`src/sv/pvp_pkg.sv`:
```
// Shared types, widths and constants for the priority voice player.
package pvp_pkg;

  // Fixed field widths
  localparam int KIND_W     = 4;
  localparam int REQ_BITS   = 14;
  localparam int FIRST_W    = 24;
  localparam int LEN_W      = 24;
  localparam int INDEX_W    = 25;
  localparam int PRIO_W     = 3;
  localparam int TIME_W     = 32;
  localparam int HOLD_W     = 24;
  localparam int RAMP_W     = 24;
  localparam int PTAB_W     = 42;
  localparam int CFG_DATA_W = 42;
  localparam int CFG_IDX_W  = 2;
  localparam int PRIO_LEVELS = 8;

  // Parameter defaults
  localparam int KINDS_DEFAULT         = 14;
  localparam int POSITION_BITS_DEFAULT = 24;

  // Register reset values
  localparam logic [PTAB_W-1:0] PTAB_RESET  = 42'd2491511803904;
  localparam logic [HOLD_W-1:0] HOLD_RESET  = 24'd400000;
  localparam logic [RAMP_W-1:0] RAMP_RESET  = 24'd0;
  localparam logic [KIND_W-1:0] KCOUNT_RESET = 4'd14;

  typedef enum logic [1:0] {
    MODE_REQUEST = 2'd0,
    MODE_TICK    = 2'd1,
    MODE_MUTE    = 2'd2,
    MODE_LOAD    = 2'd3
  } mode_t;

  typedef enum logic [CFG_IDX_W-1:0] {
    REG_PRIORITY_TABLE = 2'd0,
    REG_HOLD_TIME_US   = 2'd1,
    REG_RAMP_LENGTH    = 2'd2,
    REG_KIND_COUNT     = 2'd3
  } cfg_reg_t;

  typedef struct packed {
    mode_t               mode;
    logic [REQ_BITS-1:0] request_bits;
    logic [TIME_W-1:0]   now_us;
    logic                mute_value;
    logic [KIND_W-1:0]   entry_kind;
    logic [FIRST_W-1:0]  entry_first;
    logic [LEN_W-1:0]    entry_length;
  } item_t;

  typedef struct packed {
    logic               sample_valid;
    logic [INDEX_W-1:0] sample_index;
    logic               started;
    logic [KIND_W-1:0]  started_kind;
    logic               retrigger;
    logic               playing;
    logic               stopped;
  } result_t;

endpackage

```
`src/sv/priority_voice_player.sv`:
```
// Priority voice player: one sound voice arbitrated by per-kind priorities.
// Throughput is one transaction per clock while the result channel does not
// stall; every transaction yields exactly one result, which is held first in
// the input register, loaded at the accepting edge, then in the result register.
// A stalled result holds the input register, which then stalls the item channel.
// The single combinational pass between them holds the
// priority select over the request mask, the hold-time compare and the
// position compare, and it updates the voice state in the same cycle, so
// a following transaction always sees the state left by the one before it.
// The per-kind first/length table powers up undefined; load every kind that
// a request may select before requesting it.
module priority_voice_player
  import pvp_pkg::*;
#(
  parameter int KINDS         = KINDS_DEFAULT,
  parameter int POSITION_BITS = POSITION_BITS_DEFAULT
) (
  input  logic                  clk,
  input  logic                  rst,
  // configuration write port
  input  logic                  cfg_write,
  input  logic [CFG_IDX_W-1:0]  cfg_index,
  input  logic [CFG_DATA_W-1:0] cfg_data,
  // item channel
  input  logic                  item_valid,
  output logic                  item_stall,
  input  item_t                 item,
  // result channel
  output logic                  result_valid,
  input  logic                  result_stall,
  output result_t               result
);

  // Only kinds below KINDS and below the request mask width are ever used
  localparam int ROWS   = (KINDS < REQ_BITS) ? KINDS : REQ_BITS;
  localparam int KIDX_W = (ROWS > 1) ? $clog2(ROWS) : 1;
  localparam int CMP_W  = (POSITION_BITS > LEN_W) ? POSITION_BITS : LEN_W;
  localparam int SUM_W  = CMP_W + 1;
  localparam logic [KIND_W-1:0] ROWS_K = KIND_W'(ROWS);

  // Configuration registers
  logic [PTAB_W-1:0] priority_table;
  logic [HOLD_W-1:0] hold_time_us;
  logic [RAMP_W-1:0] ramp_length;
  logic [KIND_W-1:0] kind_count;

  // Voice state
  logic                     voice_busy, voice_busy_next;
  logic [KIND_W-1:0]        current_kind, current_kind_next;
  logic [POSITION_BITS-1:0] play_position, play_position_next;
  logic [PRIO_W-1:0]        current_priority, current_priority_next;
  logic [TIME_W-1:0]        start_time, start_time_next;
  logic                     mute_flag, mute_flag_next;
  // copy of the table entry of the current kind
  logic [FIRST_W-1:0]       cur_first, cur_first_next;
  logic [LEN_W-1:0]         cur_len, cur_len_next;

  logic [FIRST_W-1:0] first_table  [ROWS];
  logic [LEN_W-1:0]   length_table [ROWS];
  logic               table_we;

  // Input and result registers
  logic    in_full;
  item_t   in_q;
  logic    advance;
  logic    accept;
  result_t res_next;

  assign advance    = in_full && (!result_valid || !result_stall);
  assign item_stall = in_full && !advance;
  assign accept     = item_valid && !item_stall;

  // Configuration writes
  always_ff @(posedge clk) begin
    if (rst) begin
      priority_table <= PTAB_RESET;
      hold_time_us   <= HOLD_RESET;
      ramp_length    <= RAMP_RESET;
      kind_count     <= KCOUNT_RESET;
    end else if (cfg_write) begin
      unique case (cfg_reg_t'(cfg_index))
        REG_PRIORITY_TABLE: priority_table <= cfg_data;
        REG_HOLD_TIME_US:   hold_time_us   <= cfg_data[HOLD_W-1:0];
        REG_RAMP_LENGTH:    ramp_length    <= cfg_data[RAMP_W-1:0];
        REG_KIND_COUNT:     kind_count     <= cfg_data[KIND_W-1:0];
      endcase
    end
  end

  // Input register
  always_ff @(posedge clk) begin
    if (rst) begin
      in_full <= 1'b0;
    end else if (accept) begin
      in_full <= 1'b1;
    end else if (advance) begin
      in_full <= 1'b0;
    end
  end

  always_ff @(posedge clk) begin
    if (accept) begin
      in_q <= item;
    end
  end

  // Priority select: eligible kinds, per-level match, highest level, lowest index
  logic [REQ_BITS-1:0]                  elig;
  logic [PRIO_LEVELS-1:0][REQ_BITS-1:0] lvl_mask;
  logic [PRIO_LEVELS-1:0]               lvl_any;
  logic [PRIO_W-1:0]                    best_prio;
  logic [REQ_BITS-1:0]                  sel, sel_low;
  logic [KIND_W-1:0]                    best_kind;
  logic                                 has_best;

  always_comb begin
    for (int k = 0; k < REQ_BITS; k++) begin
      elig[k] = (k < ROWS) && in_q.request_bits[k] && (KIND_W'(k) < kind_count);
    end
    for (int p = 0; p < PRIO_LEVELS; p++) begin
      for (int k = 0; k < REQ_BITS; k++) begin
        lvl_mask[p][k] = (priority_table[3*k +: PRIO_W] == PRIO_W'(p));
      end
      lvl_any[p] = |(elig & lvl_mask[p]);
    end
    best_prio = '0;
    for (int p = 0; p < PRIO_LEVELS; p++) begin
      if (lvl_any[p]) begin
        best_prio = PRIO_W'(p);
      end
    end
    sel     = elig & lvl_mask[best_prio];
    sel_low = sel & (~sel + REQ_BITS'(1));
    best_kind = '0;
    for (int k = 0; k < REQ_BITS; k++) begin
      if (sel_low[k]) begin
        best_kind = best_kind | KIND_W'(k);
      end
    end
    has_best = |elig;
  end

  // Table entry of the winning kind
  logic [FIRST_W-1:0] best_first;
  logic [LEN_W-1:0]   best_len;
  assign best_first = first_table[best_kind[KIDX_W-1:0]];
  assign best_len   = length_table[best_kind[KIDX_W-1:0]];

  // Per-item work
  logic [TIME_W-1:0]        elapsed;
  logic                     held;
  logic [RAMP_W-1:0]        skip;
  logic [CMP_W-1:0]         pos_ext, len_ext, pos_inc_ext;
  logic [POSITION_BITS-1:0] pos_inc;
  logic [SUM_W-1:0]         idx_sum;

  always_comb begin
    voice_busy_next       = voice_busy;
    current_kind_next     = current_kind;
    play_position_next    = play_position;
    current_priority_next = current_priority;
    start_time_next       = start_time;
    mute_flag_next        = mute_flag;
    cur_first_next        = cur_first;
    cur_len_next          = cur_len;
    table_we              = 1'b0;
    res_next              = '0;

    elapsed     = in_q.now_us - start_time;
    held        = voice_busy && (best_prio < current_priority) &&
                  (elapsed < TIME_W'(hold_time_us));
    skip        = voice_busy ? ramp_length : '0;
    if (skip >= best_len) begin
      skip = '0;
    end
    pos_ext     = CMP_W'(play_position);
    len_ext     = CMP_W'(cur_len);
    pos_inc     = play_position + POSITION_BITS'(1);
    pos_inc_ext = CMP_W'(pos_inc);
    idx_sum     = SUM_W'(cur_first) + SUM_W'(play_position);

    unique case (in_q.mode)
      MODE_REQUEST: begin
        if (!mute_flag && has_best && !held) begin
          current_kind_next     = best_kind;
          play_position_next    = POSITION_BITS'(skip);
          voice_busy_next       = (best_len != '0);
          current_priority_next = best_prio;
          start_time_next       = in_q.now_us;
          cur_first_next        = best_first;
          cur_len_next          = best_len;
          res_next.started      = 1'b1;
          res_next.started_kind = best_kind;
          res_next.retrigger    = voice_busy;
        end
      end
      MODE_TICK: begin
        if (voice_busy) begin
          if (pos_ext >= len_ext) begin
            voice_busy_next = 1'b0;
          end else begin
            res_next.sample_valid = 1'b1;
            res_next.sample_index = idx_sum[INDEX_W-1:0];
            play_position_next    = pos_inc;
            if (pos_inc_ext >= len_ext) begin
              voice_busy_next = 1'b0;
            end
          end
        end
      end
      MODE_MUTE: begin
        if (in_q.mute_value != mute_flag) begin
          mute_flag_next = in_q.mute_value;
          if (in_q.mute_value && voice_busy) begin
            voice_busy_next  = 1'b0;
            res_next.stopped = 1'b1;
          end
        end
      end
      MODE_LOAD: begin
        if (in_q.entry_kind < ROWS_K) begin
          table_we = 1'b1;
          // keep the copy of the playing kind's entry in step
          if (in_q.entry_kind == current_kind) begin
            cur_first_next = in_q.entry_first;
            cur_len_next   = in_q.entry_length;
          end
        end
      end
    endcase

    res_next.playing = voice_busy_next;
  end

  // State update, one transaction per advance
  always_ff @(posedge clk) begin
    if (rst) begin
      voice_busy       <= 1'b0;
      current_kind     <= '0;
      play_position    <= '0;
      current_priority <= '0;
      start_time       <= '0;
      mute_flag        <= 1'b0;
    end else if (advance) begin
      voice_busy       <= voice_busy_next;
      current_kind     <= current_kind_next;
      play_position    <= play_position_next;
      current_priority <= current_priority_next;
      start_time       <= start_time_next;
      mute_flag        <= mute_flag_next;
    end
  end

  // Entry copy and table storage
  always_ff @(posedge clk) begin
    if (advance) begin
      cur_first <= cur_first_next;
      cur_len   <= cur_len_next;
      if (table_we) begin
        first_table[in_q.entry_kind[KIDX_W-1:0]]  <= in_q.entry_first;
        length_table[in_q.entry_kind[KIDX_W-1:0]] <= in_q.entry_length;
      end
    end
  end

  // Result register
  always_ff @(posedge clk) begin
    if (rst) begin
      result_valid <= 1'b0;
    end else if (advance) begin
      result_valid <= 1'b1;
    end else if (!result_stall) begin
      result_valid <= 1'b0;
    end
  end

  always_ff @(posedge clk) begin
    if (advance) begin
      result <= res_next;
    end
  end

  // Checks
  a_mute_idle: assert property (@(posedge clk) disable iff (rst)
    mute_flag |-> !voice_busy)
    else $error("voice busy while muted");

  a_retrig_started: assert property (@(posedge clk) disable iff (rst)
    result_valid && result.retrigger |-> result.started)
    else $error("retrigger without start");

  a_stop_idle: assert property (@(posedge clk) disable iff (rst)
    result_valid && result.stopped |-> !result.playing && !result.sample_valid)
    else $error("stopped result still reports playback");

  a_kind_range: assert property (@(posedge clk) disable iff (rst)
    advance && res_next.started |=> current_kind < ROWS_K)
    else $error("started kind outside the table");

endmodule

```
`config.mk`:
```
export PLATFORM = sky130hd
export DESIGN_NAME = priority_voice_player
export DESIGN_NICKNAME = d
export VERILOG_FILES = /design/src/sv/pvp_pkg.sv /design/src/sv/priority_voice_player.sv
export SDC_FILE = /design/constraint.sdc
export NUM_CORES = 2
export LEC_CHECK = 0
export BUFFER_PORTS_ARGS = -buffer_cell sky130_fd_sc_hd__buf_4
export CELL_PAD_IN_SITES_DETAIL_PLACEMENT = 1
export CELL_PAD_IN_SITES_GLOBAL_PLACEMENT = 1
export CORE_AREA = 2 2 323 325
export DETAILED_ROUTE_END_ITERATION = 16
export DIE_AREA = 0 0 325 327
export HOLD_SLACK_MARGIN = 0.12
export PLACE_DENSITY_LB_ADDON = 0.1
export SKIP_LAST_GASP = 1
export SYNTH_ARGS = -nofsm -noshare
export SYNTH_HDL_FRONTEND = slang
export SYNTH_SLANG_ARGS = --single-unit
```
`constraint.sdc`:
```
create_clock -name clk -period 7.59 [get_ports clk]
set_input_delay 0.759 -clock clk [delete_from_list [all_inputs] [get_ports clk]]
set_output_delay 0.759 -clock clk [all_outputs]
set_load 0.05 [all_outputs]
```
==> parameters.txt <==
Parameter                              Value

Clock network
  Number of buffers between clock root and the deepest sink    3
  Clock root buffer master    sky130_fd_sc_hd__clkbuf_16
  CTS Sinks    1,016
  CTS HTree Levels    3
  Clock latency on the worst-skew pair    approximately 710 ps
  CTS buffer count    ~110
  CTS tree    yes
  Hold buffers post-CTS    0
  Clock-pin slew of the registers on the worst-case setup and hold paths    60 ps

Worst hold path
  Kind of path behind the tightest hold check    in2reg
  Worst hold path cell count    1

Worst setup path
  Largest fanout on the critical path    7
  Worst R2R End    play_position[5]
  Most numerous cell on the critical path    sky130_fd_sc_hd__a21o_1
  Worst EP arrival    ~8400 ps
  Setup slack of the worst register-to-register path    -140 ps
  CP Capture Point    play_position[5]
  Buffers plus inverters on the worst setup path    7
  Launching point of the worst reg2reg path    kind_count[3]
  Family with the most delay on the worst path    compound AO/OA/AOI/OAI gates
  R2r worst-path depth    41
  Sort of element at the start of the critical path    register
  Endpoint kind of the worst setup timing path    register
  WP depth    around 40
  Critical Path Source    kind_count[3]
  Required time reported for the critical path endpoint    8220 ps
  WS Path Type    reg2reg
  Delay of the slowest cell on the worst path    550 ps
  CP max-delay cell    sky130_fd_sc_hd__or4_4

Timing
  Final number of setup-violating endpoints    24
  Setup repair after global routing missed its margin    true
  Final worst-path setup slack    -143 ps
  Relative slew slack    16.4%
  Final critical path time including I/O delays and setup    7730 ps
  Post-route setup TNS    -2200 ps
  Worst Clk Skew    54.5 ps
  Max Clk Rate    0.129 GHz
  Final count of pins violating max slew    0
  Final hold violations    0
  Worst-Margin Slew    1250 ps
  Period Utilization, post-route    102%

Power
  Total power    between 0.015 and 0.02 W
  Pwr per Cell Area    288 nW/um^2
  Leakage power of the design    20.8 nW
  Worst voltage drop across the vdd grid    216 uV

Logic synthesis
  Average size of a mapped cell    12.5 sq um
  Synthesized area    47,100 sq um
  Prevailing post-synth register cell    sky130_fd_sc_hd__edfxtp_1
  Count of state elements after synthesis    1,016
  Mapped Nets    4,065
  Syn Inst Count    approximately 3,800
  Async set-or-reset flop fraction in the synthesized netlist    0%
  Count of yosys warnings during synthesis    0
  Number of flops mapped to enable cells by yosys    855
  Cell variety after synth    92
  Portion of the post-synthesis area used by sequential elements    61.4%

Routing
  Vias per std cell    between 5 and 6
  Routed Antenna Nets    0
  First-pass detailed-route iteration total    7
  Violation count after the first detailed-routing iteration    2,009
  Via total after detailed routing    32,100
  Post-DR wirelength/cell    approximately 25 um
  DRC violations left    0
  Detailed-route wire length    141 mm

Global routing
  Total gr overflow    0
  First-pass GRT wire length    210 mm
  Vias in the first global route    33,600
  Pin count of the biggest net entering global routing    93
  Initial antenna violation count    0
  GRT Util Overall    26.1%

Floorplanning
  Y dimension of the die    327 um
  Initial core utilization    45.7%
  Std-Cell Core Area    between 100,000 and 150,000 sq um
  Area enclosed by the die boundary    106,000 sq um
  Floorplan die width    325 um
  Total number of placement rows    118
  Top Ports    186

Cells and area
  Number of antenna repair diodes    0
  Post-layout util    54.7%
  Area delta synth->final    19.6%
  Register area    28,900 sq um
  Layout fillers    10,500
  Final #Nets    4,476
  Most used cells in the layout excluding fill and tap cells    855 x sky130_fd_sc_hd__edfxtp_1, 462 x sky130_fd_sc_hd__buf_4, 422 x sky130_fd_sc_hd__nand2_1
  Post-route non-filler standard cell count    5,641
  Final non-filler cell area    56,300 sq um
  Multi-input combinational cell area    17,400 sq um
  Most common cell after layout, fill and taps aside    sky130_fd_sc_hd__edfxtp_1
  Fraction of final layout cells with drive strength greater than 1    20.1%

Placement
  RePlAce Congestion    0.910
  Total placed cells including tap cells    approximately 5,400
  Port Buffer Count    185
  Area of placed instances    roughly 52,000 sq um
  Final HPWL DP    92.5 mm

Run status
  Violations in the final reports    negative setup slack
  Result of the run    finished, violations left

Run
  Max-capacitance violation count    0
worst reg2reg max path: cells and delay by family (launching register included):
kind	cells	cell delay [ps]
AO/OA/AOI/OAI	25	4160
adder cells (fa/ha/maj)	1	220
buffers and inverters	7	920
multiplexers	3	620
flip-flops	1	400
AND/OR/NAND/NOR	5	1380
timing repair:
action	in CTS	in global routing
gates resized for setup	89	78
pin swaps	52	27
buffers inserted	25	16
endpoints found under the setup margin	24	61
gates cloned	2	2
where the power goes:
group          internal (W)  leakage (nW)  switching (W)
clock network       0.00307          1.73        0.00224
registers           0.00620          9.08       0.000132
logic               0.00199          10.0        0.00259
stage by stage:
step                      hold slack, ps  setup WS (ps)
after CTS                            181           5.19
after floorplan                      434           21.1
final                                224           -143
after detailed placement             448           -694
after global routing                 189           -428
after global placement               442           -425
kinds of logic after synthesis:
group                      Yosys count  share of synthesized area (%)
DFF                               1016                           61.4
and+or+nand+nor                    966                           9.89
AOI/OAI and AO/OA                  745                           10.1
muxes                              459                           10.0
buffers and inverters              355                           3.26
adders and majority gates          155                           4.15
xor gates and xnor gates            64                           1.19
per-layer routing:
| metal | part of all wire [%] | track usage (%) | up-vias |
|---|---|---|---|
| met4 | 3.4 | 8.76 | 0 |
| met2 | 49 | 45.3 | 691 |
| met1 | 43 | 34.0 | 16400 |
| met3 | 3.8 | 3.28 | 238 |
| li1 | - | - | 14800 |
| met5 | 0 | 0 | - |
registers in the layout (all words and copies together), names as in the netlist:
register and flops:
cur_first 24, cur_len 24, current_kind 4, current_priority 3, first_table 336, hold_time_us 24
in_full 1, in_q 101, kind_count 4, length_table 336, mute_flag 1, play_position 24
priority_table 42, ramp_length 24, result 34, result_valid 1, start_time 32, voice_busy 1
how the worst min path moves through the flow:
stage / slack, ps / end / from
finish: 220 / in_q[22] / item[22]
floorplan: 430 / hold_time_us[0] / hold_time_us[0]
detailed placement: 450 / hold_time_us[15] / hold_time_us[15]
global route: 190 / in_q[8] / item[8]
CTS: 180 / in_q[7] / item[7]
global placement: 440 / start_time[8] / start_time[8]
final cells by class:
cell class,instances,share of cell area (%)
Inverter,154,1.03
Clock buffer,142,5.31
Timing Repair Buffer,503,7.24
Multi-Input combinational cell,2389,31.0
Clock inverter,57,1.00
Sequential cell,1016,51.4
Tap cell,1380,3.07
synthesized netlist by cell type (all sizes together), types with 75 or more instances:
cell type  count  area [sq um]
nand2        424          1590
nor2b         75           469
dfxtp        161          3220
nor2         150           566
inv          153           574
ha           153          1910
a211oi        75           563
buf           93           552
a21oi        253          1270
clkbuf       108           405
edfxtp       855         25700
mux2i        387          3870
o21ai        164           821
Note: power is estimated with default switching activity, not from simulation.
